File: src/rtl/core/rmq_pkg.sv
`timescale 1ns / 1ps
// ----------------------------------------------------------------------------
// rmq_pkg
// Types, widths and stage map shared by the rotation matrix to quaternion
// pipeline.
// ----------------------------------------------------------------------------
package rmq_pkg;

   localparam int DATA_WIDTH = 16;
   localparam int FRAC_BITS  = DATA_WIDTH - 2;
   localparam int SUM_W      = DATA_WIDTH + 3;
   localparam int PAIR_W     = DATA_WIDTH + 1;
   localparam int MAG_W      = DATA_WIDTH + 1;
   localparam int RAD_W      = 2 * DATA_WIDTH - 2;
   localparam int ROOT_W     = DATA_WIDTH - 1;
   localparam int REM_W      = ROOT_W + 2;
   localparam int NUM_W      = 2 * DATA_WIDTH - 2;
   localparam int DEN_W      = DATA_WIDTH;
   localparam int QUO_W      = DATA_WIDTH;
   localparam int DREM_W     = DEN_W + 1;
   localparam int LANES      = 3;

   localparam int SQ_STEPS   = 5;
   localparam int SQ_STAGES  = (ROOT_W + SQ_STEPS - 1) / SQ_STEPS;
   localparam int DV_STEPS   = 4;
   localparam int DV_STAGES  = (QUO_W + DV_STEPS - 1) / DV_STEPS;

   localparam int ST_SUM     = 0;
   localparam int ST_PIV     = 1;
   localparam int ST_SQ0     = 2;
   localparam int ST_DVS     = ST_SQ0 + SQ_STAGES;
   localparam int ST_DV0     = ST_DVS + 1;
   localparam int ST_OUT     = ST_DV0 + DV_STAGES;
   localparam int NUM_STAGES = ST_OUT + 1;

   localparam logic [QUO_W-1:0] POS_LIMIT = QUO_W'((1 << (DATA_WIDTH - 1)) - 1);
   localparam logic [QUO_W-1:0] NEG_LIMIT = QUO_W'(1 << (DATA_WIDTH - 1));

   typedef logic signed [DATA_WIDTH-1:0] data_type;
   typedef logic [NUM_STAGES-1:0] stage_en_type;

   typedef enum logic [1:0] {
      PIV_X = 2'd0,
      PIV_Y = 2'd1,
      PIV_Z = 2'd2,
      PIV_W = 2'd3
   } pivot_type;

   typedef struct packed {
      data_type m00;
      data_type m01;
      data_type m02;
      data_type m10;
      data_type m11;
      data_type m12;
      data_type m20;
      data_type m21;
      data_type m22;
   } req_type;

   typedef struct packed {
      data_type   qx;
      data_type   qy;
      data_type   qz;
      data_type   qw;
      logic [1:0] pivot_index;
      logic       degenerate;
   } rsp_type;

   typedef struct packed {
      pivot_type                       pivot;
      logic                            degen;
      logic [LANES-1:0]                neg;
      logic [LANES-1:0][MAG_W-1:0]     mag;
   } side_type;

   typedef struct packed {
      logic [RAD_W-1:0] x;
      side_type         side;
   } sq_src_type;

   typedef struct packed {
      logic [ROOT_W-1:0] root;
      side_type          side;
   } dv_src_type;

   typedef struct packed {
      logic [LANES-1:0][QUO_W-1:0] quot;
      logic [LANES-1:0]            ovf;
      logic [ROOT_W-1:0]           root;
      side_type                    side;
   } dv_res_type;

   function automatic logic [1:0] lane_comp(input pivot_type piv, input logic [1:0] lane);
      logic [1:0] c;
      c = (lane >= piv) ? lane + 2'd1 : lane;
      return c;
   endfunction

endpackage

File: src/rtl/core/rmq_ctrl.sv
`timescale 1ns / 1ps
// ----------------------------------------------------------------------------
// rmq_ctrl
// Stage valid bits and per-stage load enables with bubble collapse.
// ----------------------------------------------------------------------------
module rmq_ctrl (
   input  logic                  clock,
   input  logic                  reset,
   input  logic                  req_valid,
   input  logic                  rsp_ready,
   output logic                  req_ready,
   output logic                  rsp_valid,
   output rmq_pkg::stage_en_type en
);

   logic [rmq_pkg::NUM_STAGES-1:0] valid_ff;
   logic [rmq_pkg::NUM_STAGES-1:0] valid_in;

   assign valid_in = {valid_ff[rmq_pkg::NUM_STAGES-2:0], req_valid};

   always_comb begin
      en[rmq_pkg::NUM_STAGES-1] = !valid_ff[rmq_pkg::NUM_STAGES-1] | rsp_ready;
      for (int k = rmq_pkg::NUM_STAGES - 2; k >= 0; k--) begin
         en[k] = !valid_ff[k] | en[k+1];
      end
   end

   always_ff @(posedge clock) begin
      if (reset) begin
         valid_ff <= '0;
      end else begin
         for (int k = 0; k < rmq_pkg::NUM_STAGES; k++) begin
            if (en[k]) begin
               valid_ff[k] <= valid_in[k];
            end
         end
      end
   end

   assign req_ready = en[0];
   assign rsp_valid = valid_ff[rmq_pkg::NUM_STAGES-1];

endmodule

File: src/rtl/core/rmq_front.sv
`timescale 1ns / 1ps
// ----------------------------------------------------------------------------
// rmq_front
// Diagonal sums, pivot pick, radicand and pair numerators (two stages).
// ----------------------------------------------------------------------------
module rmq_front (
   input  logic                  clock,
   input  rmq_pkg::stage_en_type en,
   input  rmq_pkg::req_type      req_data,
   output rmq_pkg::sq_src_type   sq_src
);

   typedef logic signed [rmq_pkg::SUM_W-1:0]  sum_type;
   typedef logic signed [rmq_pkg::PAIR_W-1:0] pair_type;

   sum_type  s_ff [4];
   sum_type  s_in [4];
   pair_type sxy_ff, sxz_ff, syz_ff, dx_ff, dy_ff, dz_ff;
   pair_type sxy_in, sxz_in, syz_in, dx_in, dy_in, dz_in;
   rmq_pkg::sq_src_type sq_ff, sq_in;

   always_comb begin
      sum_type a, b, c, one;
      a   = rmq_pkg::SUM_W'(req_data.m00);
      b   = rmq_pkg::SUM_W'(req_data.m11);
      c   = rmq_pkg::SUM_W'(req_data.m22);
      one = rmq_pkg::SUM_W'(1 << rmq_pkg::FRAC_BITS);
      s_in[0] = a - b - c + one;
      s_in[1] = b - a - c + one;
      s_in[2] = c - a - b + one;
      s_in[3] = a + b + c + one;
      sxy_in = rmq_pkg::PAIR_W'(req_data.m10) + rmq_pkg::PAIR_W'(req_data.m01);
      sxz_in = rmq_pkg::PAIR_W'(req_data.m02) + rmq_pkg::PAIR_W'(req_data.m20);
      syz_in = rmq_pkg::PAIR_W'(req_data.m21) + rmq_pkg::PAIR_W'(req_data.m12);
      dx_in  = rmq_pkg::PAIR_W'(req_data.m21) - rmq_pkg::PAIR_W'(req_data.m12);
      dy_in  = rmq_pkg::PAIR_W'(req_data.m02) - rmq_pkg::PAIR_W'(req_data.m20);
      dz_in  = rmq_pkg::PAIR_W'(req_data.m10) - rmq_pkg::PAIR_W'(req_data.m01);
   end

   always_ff @(posedge clock) begin
      if (en[rmq_pkg::ST_SUM]) begin
         s_ff   <= s_in;
         sxy_ff <= sxy_in;
         sxz_ff <= sxz_in;
         syz_ff <= syz_in;
         dx_ff  <= dx_in;
         dy_ff  <= dy_in;
         dz_ff  <= dz_in;
      end
   end

   always_comb begin
      sum_type            best;
      rmq_pkg::pivot_type piv;
      pair_type           num [rmq_pkg::LANES];
      best = s_ff[0];
      piv  = rmq_pkg::PIV_X;
      if (s_ff[1] > best) begin
         best = s_ff[1];
         piv  = rmq_pkg::PIV_Y;
      end
      if (s_ff[2] > best) begin
         best = s_ff[2];
         piv  = rmq_pkg::PIV_Z;
      end
      if (s_ff[3] > best) begin
         best = s_ff[3];
         piv  = rmq_pkg::PIV_W;
      end
      unique case (piv)
         rmq_pkg::PIV_X: begin
            num[0] = sxy_ff; num[1] = sxz_ff; num[2] = dx_ff;
         end
         rmq_pkg::PIV_Y: begin
            num[0] = sxy_ff; num[1] = syz_ff; num[2] = dy_ff;
         end
         rmq_pkg::PIV_Z: begin
            num[0] = sxz_ff; num[1] = syz_ff; num[2] = dz_ff;
         end
         default: begin
            num[0] = dx_ff; num[1] = dy_ff; num[2] = dz_ff;
         end
      endcase
      sq_in.side.pivot = piv;
      sq_in.side.degen = (best <= 0);
      for (int j = 0; j < rmq_pkg::LANES; j++) begin
         sq_in.side.neg[j] = num[j][rmq_pkg::PAIR_W-1];
         sq_in.side.mag[j] = rmq_pkg::MAG_W'(num[j][rmq_pkg::PAIR_W-1] ? -num[j] : num[j]);
      end
      if (best <= 0) begin
         sq_in.x = '0;
      end else begin
         sq_in.x = rmq_pkg::RAD_W'(best[rmq_pkg::DATA_WIDTH:0]) << (rmq_pkg::FRAC_BITS - 2);
      end
   end

   always_ff @(posedge clock) begin
      if (en[rmq_pkg::ST_PIV]) begin
         sq_ff <= sq_in;
      end
   end

   assign sq_src = sq_ff;

endmodule

File: src/rtl/core/rmq_sqrt.sv
`timescale 1ns / 1ps
// ----------------------------------------------------------------------------
// rmq_sqrt
// Pipelined digit-by-digit integer square root of the pivot radicand.
// ----------------------------------------------------------------------------
module rmq_sqrt (
   input  logic                  clock,
   input  rmq_pkg::stage_en_type en,
   input  rmq_pkg::sq_src_type   sq_src,
   output rmq_pkg::dv_src_type   dv_src
);

   typedef struct packed {
      logic [rmq_pkg::REM_W-1:0]  rem;
      logic [rmq_pkg::ROOT_W-1:0] root;
      logic [rmq_pkg::RAD_W-1:0]  x;
      rmq_pkg::side_type          side;
   } sq_stage_type;

   sq_stage_type st_ff [rmq_pkg::SQ_STAGES];
   sq_stage_type st_in [rmq_pkg::SQ_STAGES];
   sq_stage_type head;

   always_comb begin
      head.rem  = '0;
      head.root = '0;
      head.x    = sq_src.x;
      head.side = sq_src.side;
   end

   for (genvar s = 0; s < rmq_pkg::SQ_STAGES; s++) begin : g_stage
      sq_stage_type prev;
      if (s == 0) begin : g_first
         assign prev = head;
      end else begin : g_next
         assign prev = st_ff[s-1];
      end

      always_comb begin
         sq_stage_type               cur;
         logic [rmq_pkg::REM_W-1:0]  rt;
         logic [rmq_pkg::REM_W-1:0]  trial;
         int                         idx;
         int                         b;
         cur = prev;
         for (int k = 0; k < rmq_pkg::SQ_STEPS; k++) begin
            idx = s * rmq_pkg::SQ_STEPS + k;
            if (idx < rmq_pkg::ROOT_W) begin
               b     = rmq_pkg::ROOT_W - 1 - idx;
               rt    = {cur.rem[rmq_pkg::REM_W-3:0], cur.x[2*b +: 2]};
               trial = {cur.root, 2'b01};
               if (rt >= trial) begin
                  cur.rem  = rt - trial;
                  cur.root = {cur.root[rmq_pkg::ROOT_W-2:0], 1'b1};
               end else begin
                  cur.rem  = rt;
                  cur.root = {cur.root[rmq_pkg::ROOT_W-2:0], 1'b0};
               end
            end
         end
         st_in[s] = cur;
      end

      always_ff @(posedge clock) begin
         if (en[rmq_pkg::ST_SQ0 + s]) begin
            st_ff[s] <= st_in[s];
         end
      end
   end

   assign dv_src.root = st_ff[rmq_pkg::SQ_STAGES-1].root;
   assign dv_src.side = st_ff[rmq_pkg::SQ_STAGES-1].side;

endmodule

File: src/rtl/core/rmq_div.sv
`timescale 1ns / 1ps
// ----------------------------------------------------------------------------
// rmq_div
// Three-lane pipelined restoring divider for the off-pivot components.
// ----------------------------------------------------------------------------
module rmq_div (
   input  logic                  clock,
   input  rmq_pkg::stage_en_type en,
   input  rmq_pkg::dv_src_type   dv_src,
   output rmq_pkg::dv_res_type   dv_res
);

   localparam int LANES = rmq_pkg::LANES;

   typedef struct packed {
      logic [LANES-1:0][rmq_pkg::DREM_W-1:0] rem;
      logic [LANES-1:0][rmq_pkg::DEN_W-1:0]  low;
      logic [LANES-1:0][rmq_pkg::QUO_W-1:0]  quot;
      logic [LANES-1:0]                      ovf;
      logic [rmq_pkg::DEN_W-1:0]             den;
      logic [rmq_pkg::ROOT_W-1:0]            root;
      rmq_pkg::side_type                     side;
   } dv_stage_type;

   dv_stage_type setup_ff, setup_in;
   dv_stage_type st_ff [rmq_pkg::DV_STAGES];
   dv_stage_type st_in [rmq_pkg::DV_STAGES];

   always_comb begin
      logic [rmq_pkg::NUM_W-1:0]         n;
      logic [rmq_pkg::DEN_W-1:0]         d;
      logic [2*rmq_pkg::DEN_W-1:0]       lim;
      d   = {dv_src.root, 1'b0};
      lim = {d, rmq_pkg::DEN_W'(0)};
      setup_in.den  = d;
      setup_in.root = dv_src.root;
      setup_in.side = dv_src.side;
      setup_in.quot = '0;
      for (int j = 0; j < LANES; j++) begin
         n = (rmq_pkg::NUM_W'(dv_src.side.mag[j]) << (rmq_pkg::FRAC_BITS - 1))
             + rmq_pkg::NUM_W'(dv_src.root);
         setup_in.ovf[j] = ((2 * rmq_pkg::DEN_W)'(n) >= lim);
         setup_in.rem[j] = rmq_pkg::DREM_W'(n[rmq_pkg::NUM_W-1:rmq_pkg::DEN_W]);
         setup_in.low[j] = n[rmq_pkg::DEN_W-1:0];
      end
   end

   always_ff @(posedge clock) begin
      if (en[rmq_pkg::ST_DVS]) begin
         setup_ff <= setup_in;
      end
   end

   for (genvar s = 0; s < rmq_pkg::DV_STAGES; s++) begin : g_stage
      dv_stage_type prev;
      if (s == 0) begin : g_first
         assign prev = setup_ff;
      end else begin : g_next
         assign prev = st_ff[s-1];
      end

      always_comb begin
         dv_stage_type               cur;
         logic [rmq_pkg::DREM_W-1:0] rt;
         int                         idx;
         int                         b;
         cur = prev;
         for (int k = 0; k < rmq_pkg::DV_STEPS; k++) begin
            idx = s * rmq_pkg::DV_STEPS + k;
            if (idx < rmq_pkg::QUO_W) begin
               b = rmq_pkg::QUO_W - 1 - idx;
               for (int j = 0; j < LANES; j++) begin
                  rt = {cur.rem[j][rmq_pkg::DREM_W-2:0], cur.low[j][b]};
                  if (rt >= {1'b0, cur.den}) begin
                     cur.rem[j]     = rt - {1'b0, cur.den};
                     cur.quot[j][b] = 1'b1;
                  end else begin
                     cur.rem[j]     = rt;
                     cur.quot[j][b] = 1'b0;
                  end
               end
            end
         end
         st_in[s] = cur;
      end

      always_ff @(posedge clock) begin
         if (en[rmq_pkg::ST_DV0 + s]) begin
            st_ff[s] <= st_in[s];
         end
      end
   end

   assign dv_res.quot = st_ff[rmq_pkg::DV_STAGES-1].quot;
   assign dv_res.ovf  = st_ff[rmq_pkg::DV_STAGES-1].ovf;
   assign dv_res.root = st_ff[rmq_pkg::DV_STAGES-1].root;
   assign dv_res.side = st_ff[rmq_pkg::DV_STAGES-1].side;

endmodule

File: src/rtl/core/rotation_matrix_to_quaternion_top.sv
`timescale 1ns / 1ps
// ----------------------------------------------------------------------------
// rotation_matrix_to_quaternion_top
// Rotation matrix to quaternion converter, signed Q1.14 in and out.
// ----------------------------------------------------------------------------
// Usage: present the nine matrix elements on req_data with req_valid; an
// item is taken on an edge where req_valid and req_ready are both high. The
// quaternion, pivot index and degenerate flag come back on rsp_data with
// rsp_valid and are taken when rsp_ready is high.
// Pipeline: eleven register stages (two front stages, three square root
// stages, one divider setup, four divider stages, one output register);
// rsp_valid is the valid bit of the output register. Throughput: one item
// per cycle while rsp_ready is high; the square root and the divider are
// fully unrolled pipelines, so each stage holds its own item.
// Stall: when rsp_ready is low the output register holds its item; earlier
// stages keep filling empty slots, and req_ready falls only once every
// stage holds an item. No item is lost or repeated.
// Reset: clears all stage valid bits; the pipeline is empty and req_ready
// is high in the first cycle after reset.
// ----------------------------------------------------------------------------
module rotation_matrix_to_quaternion_top (
   input  logic             clock,
   input  logic             reset,
   input  logic             req_valid,
   output logic             req_ready,
   input  rmq_pkg::req_type req_data,
   output logic             rsp_valid,
   input  logic             rsp_ready,
   output rmq_pkg::rsp_type rsp_data
);

   rmq_pkg::stage_en_type en;
   rmq_pkg::sq_src_type   sq_src;
   rmq_pkg::dv_src_type   dv_src;
   rmq_pkg::dv_res_type   dv_res;
   rmq_pkg::rsp_type      rsp_ff, rsp_in;

   rmq_ctrl u_ctrl (
      .clock     (clock),
      .reset     (reset),
      .req_valid (req_valid),
      .rsp_ready (rsp_ready),
      .req_ready (req_ready),
      .rsp_valid (rsp_valid),
      .en        (en)
   );

   rmq_front u_front (
      .clock    (clock),
      .en       (en),
      .req_data (req_data),
      .sq_src   (sq_src)
   );

   rmq_sqrt u_sqrt (
      .clock  (clock),
      .en     (en),
      .sq_src (sq_src),
      .dv_src (dv_src)
   );

   rmq_div u_div (
      .clock  (clock),
      .en     (en),
      .dv_src (dv_src),
      .dv_res (dv_res)
   );

   always_comb begin
      rmq_pkg::data_type          q [4];
      rmq_pkg::data_type          v;
      logic [1:0]                 c;
      logic [rmq_pkg::QUO_W-1:0]  mag;
      for (int i = 0; i < 4; i++) begin
         q[i] = '0;
      end
      q[dv_res.side.pivot] = rmq_pkg::DATA_WIDTH'(dv_res.root);
      for (int j = 0; j < rmq_pkg::LANES; j++) begin
         c   = rmq_pkg::lane_comp(dv_res.side.pivot, 2'(j));
         mag = dv_res.quot[j];
         if (dv_res.side.neg[j]) begin
            if (dv_res.ovf[j] || mag > rmq_pkg::NEG_LIMIT) begin
               v = rmq_pkg::data_type'(rmq_pkg::NEG_LIMIT);
            end else begin
               v = rmq_pkg::data_type'(-mag);
            end
         end else begin
            if (dv_res.ovf[j] || mag > rmq_pkg::POS_LIMIT) begin
               v = rmq_pkg::data_type'(rmq_pkg::POS_LIMIT);
            end else begin
               v = rmq_pkg::data_type'(mag);
            end
         end
         q[c] = v;
      end
      if (dv_res.side.degen) begin
         for (int i = 0; i < 4; i++) begin
            q[i] = '0;
         end
      end
      rsp_in.qx          = q[0];
      rsp_in.qy          = q[1];
      rsp_in.qz          = q[2];
      rsp_in.qw          = q[3];
      rsp_in.pivot_index = dv_res.side.pivot;
      rsp_in.degenerate  = dv_res.side.degen;
   end

   always_ff @(posedge clock) begin
      if (en[rmq_pkg::ST_OUT]) begin
         rsp_ff <= rsp_in;
      end
   end

   assign rsp_data = rsp_ff;

   a_degen_zero: assert property (@(posedge clock) disable iff (reset)
      rsp_valid && rsp_data.degenerate |->
         rsp_data.qx == '0 && rsp_data.qy == '0 && rsp_data.qz == '0 && rsp_data.qw == '0)
      else $error("degenerate item with nonzero quaternion");

   a_pivot_nonneg: assert property (@(posedge clock) disable iff (reset)
      rsp_valid && !rsp_data.degenerate |->
         !((rsp_data.pivot_index == rmq_pkg::PIV_X && rsp_data.qx[rmq_pkg::DATA_WIDTH-1]) ||
           (rsp_data.pivot_index == rmq_pkg::PIV_Y && rsp_data.qy[rmq_pkg::DATA_WIDTH-1]) ||
           (rsp_data.pivot_index == rmq_pkg::PIV_Z && rsp_data.qz[rmq_pkg::DATA_WIDTH-1]) ||
           (rsp_data.pivot_index == rmq_pkg::PIV_W && rsp_data.qw[rmq_pkg::DATA_WIDTH-1])))
      else $error("pivot component negative");

   a_ready_when_drained: assert property (@(posedge clock) disable iff (reset)
      !rsp_valid |-> req_ready)
      else $error("input blocked with empty output stage");

endmodule

File: config.mk
export PLATFORM = sky130hd
export DESIGN_NAME = rotation_matrix_to_quaternion_top
export DESIGN_NICKNAME = d
export VERILOG_FILES = /design/src/rtl/core/rmq_pkg.sv /design/src/rtl/core/rmq_ctrl.sv /design/src/rtl/core/rmq_front.sv /design/src/rtl/core/rmq_sqrt.sv /design/src/rtl/core/rmq_div.sv /design/src/rtl/core/rotation_matrix_to_quaternion_top.sv
export SDC_FILE = /design/constraint.sdc
export NUM_CORES = 2
export LEC_CHECK = 0
export BUFFER_PORTS_ARGS = -buffer_cell sky130_fd_sc_hd__buf_2
export CAP_MARGIN = 20
export CORE_MARGIN = 2
export CORE_UTILIZATION = 35
export CTS_CLUSTER_SIZE = 25
export DETAILED_ROUTE_END_ITERATION = 12
export PLACE_DENSITY = 0.53
export SLEW_MARGIN = 25
export SYNTH_ARGS = -nofsm -noshare
export SYNTH_HDL_FRONTEND = slang
export SYNTH_HIERARCHICAL = 1
export SYNTH_SLANG_ARGS = --single-unit
File: constraint.sdc
create_clock -name clock -period 16.2 [get_ports clock]
set_input_delay 0.81 -clock clock [delete_from_list [all_inputs] [get_ports clock]]
set_output_delay 0.81 -clock clock [all_outputs]
set_load 0.01 [all_outputs]
==> results.toml <==
[final_layout]
post_layout_net_count = 11780
layoutNonFillerInstCount = 14040
combined_flip_flop_and_latch_cell_area_um2 = 30280
finish.instance_area_um2 = 104400
layout-drive-gt1-share_pct = 9.992
layout.filler_cells = 26870
multi_input_area_um2 = 60900
flow.area_growth_from_synthesis_pct = 10.06

[die]
die_area_um2 = 275200
die_h_um = 524.6
io_pins = 217
initial_cell_density_of_the_core_pct = 35.10
core-area_um2 = 270300
site_row_count = 191
die_w_um = 524.6

[worst_setup_path]
critical_path_cell_with_the_highest_stage_delay = "sky130_fd_sc_hd__a2111oi_1"
cp_data_required_time_ps = 16680
worst-endpoint-arrival_ps = 13700
worst_path_largest_cell_delay_ps = 730
setup.worst_path.end_class = "flip-flop"
timing.critical_path.fanout_max = 23
timing_worst_setup_path_type = "flip-flop to flip-flop"
critical_path.startpoint_type = "flip-flop"

[sta]
setup-violations-final = 0
fin_worst_skew_ps = 116.5
hold-worst-slack_ps = 298.1
setup_total_negative_slack_ps = 0
maxSlewViolCount = 0
maximum_clock_frequency_mhz = 75.67
period_needed_ps = 13210
timing_worst_slew_pin_value_ps = 1071
rsz0062_at_grt = "false"
finalHoldViolations = 0
period_utilisation_layout_pct = 81.57
slew_headroom_pct = 28.60

[placement]
dpl_cell_area_um2 = 100200
place_inst = 13820
routabilityCongestion = 0.9436
port-buffer-count = 216
dp_hpwl_um = 229400

[clocking]
post_cts_resize_count = 0
max-clock-path-buffers = 3
cts_tree = "yes"
cts_setup_buffers = 0
clkSinkCount = 1012
cts_buffers = 116
clock_pin_transition_on_the_worst_setup_and_hold_timing_paths_ps = 60
ctsHtreeMaxLevel = 3
postCtsHoldBufs = 0
clk_root_buffer_cell = "sky130_fd_sc_hd__clkbuf_16"
worstSkewPairLatency_ps = 850

[drt]
route.detailed.vias_per_inst = 5.519
drc = 0
num_vias = 77500
wl_per_cell_um = 20.71
first_pass_drt_iterations = 5
first_iter_violations = 5696
wl_um = 290900
route.antenna.remaining_nets = 0

[synth]
post_synth_inst_count = 10170
mappedNetlistArea_um2 = 94860
yosysWarnings = 6
synth_area_per_cell_um2 = 9.330

[global_routing]
grt_remaining_overflow = 0
grt_first_pass_wirelength_um = 445100
grtUsageTotal_pct = 20.46
via_count_of_the_first_global_routing_pass = 76240
grt_antenna_before_repair = 9
grt_start_max_net_pins = 78

[status]
status = "completed"

[min_path]
hold_path.class = "input pin to flip-flop"

[flow_run]
timing.max_cap.violations = 0
cell type report:
cell class | count | area share (%)
multi-input combinational | 8195 | 58.34
sequential | 1012 | 29.00
tap | 3570 | 4.279
clock buffer | 134 | 2.864
inverter | 728 | 2.626
timing repair buffer | 313 | 1.756
clock inverter | 86 | 1.124
antenna | 4 | 0.009588
metal layers:
layer	global-route usage [%]	share of wire, %
met1	26.83	45
met3	1.820	3.8
met2	35.10	47
met5	0	0.0072
met4	7.121	3.6
critical path: cells and delay by family (launching register included):
family,cells,cell delay (ps)
adder cells (fa/ha/maj),5,1600
XOR/XNOR,3,530
AND/OR/NAND/NOR,26,6740
AO/OA/AOI/OAI,7,2510
flip-flops,1,380
buffers and inverters,4,1090
flip-flops by register name (all words and copies together) (netlist names):
| name | count |
|---|---|
| u_div/g_stage.prev | 42 |
| u_front/syz_ff | 17 |
| u_front/dy_ff | 16 |
| u_front/sq_src | 74 |
| u_front/sxz_ff | 17 |
| u_front/sxy_ff | 17 |
| u_sqrt/st_ff | 261 |
| u_front/s_ff | 74 |
| u_front/dz_ff | 16 |
| u_front/dx_ff | 16 |
| u_ctrl/valid_ff | 11 |
| u_div/st_ff | 351 |
| rsp_data | 67 |
| u_div/g_stage.$7.cur | 33 |
final timing paths:
check / slack [ps] / cells past startpoint / endpoint / startpoint
max: 2990 / 45 / u_sqrt/st_ff[0][233]$_DFFE_PP_ / u_sqrt/st_ff[0][91]$_DFFE_PP_
min: 300 / 2 / u_ctrl/valid_ff[6]$_SDFFE_PP0P_ / reset
max reg2reg: 2990 / 45 / u_sqrt/st_ff[0][233]$_DFFE_PP_ / u_sqrt/st_ff[0][91]$_DFFE_PP_
min reg2reg: 340 / 0 / u_sqrt/st_ff[0][292]$_DFFE_PP_ / u_sqrt/st_ff[0][173]$_DFFE_PP_
placed cells by master (no fill, tap or decap), drive strengths merged, types with 34 or more instances in the layout:
cell / instances
ha: 1146
edfxtp: 1001
a21oi: 898
nor2: 774
nand2: 731
inv: 731
o21ai: 647
xnor2: 515
mux2: 319
buf: 313
a21o: 278
xor2: 259
nor3: 225
nand3: 214
nor2b: 163
nand4: 153
o21a: 143
clkbuf: 134
fa: 121
o21bai: 113
a211oi: 111
a31oi: 99
nand2b: 98
and3: 97
mux2i: 89
or3: 72
a21boi: 71
nor4: 71
or2: 66
o31ai: 66
o211ai: 61
clkinv: 52
o31a: 44
and2: 39
a211o: 34
through the flow:
step,utilization [%],worst slack [ps]
finish,38.62,2985
detailed placement,37.06,2951
global route,38.62,1670
floorplan,-,5012
global placement,37.06,3338
CTS,38.60,2821
Power is left out: the tool's default activity adds up to more than one toggle a clock period on the data nets, which glitch-free logic cannot reach.
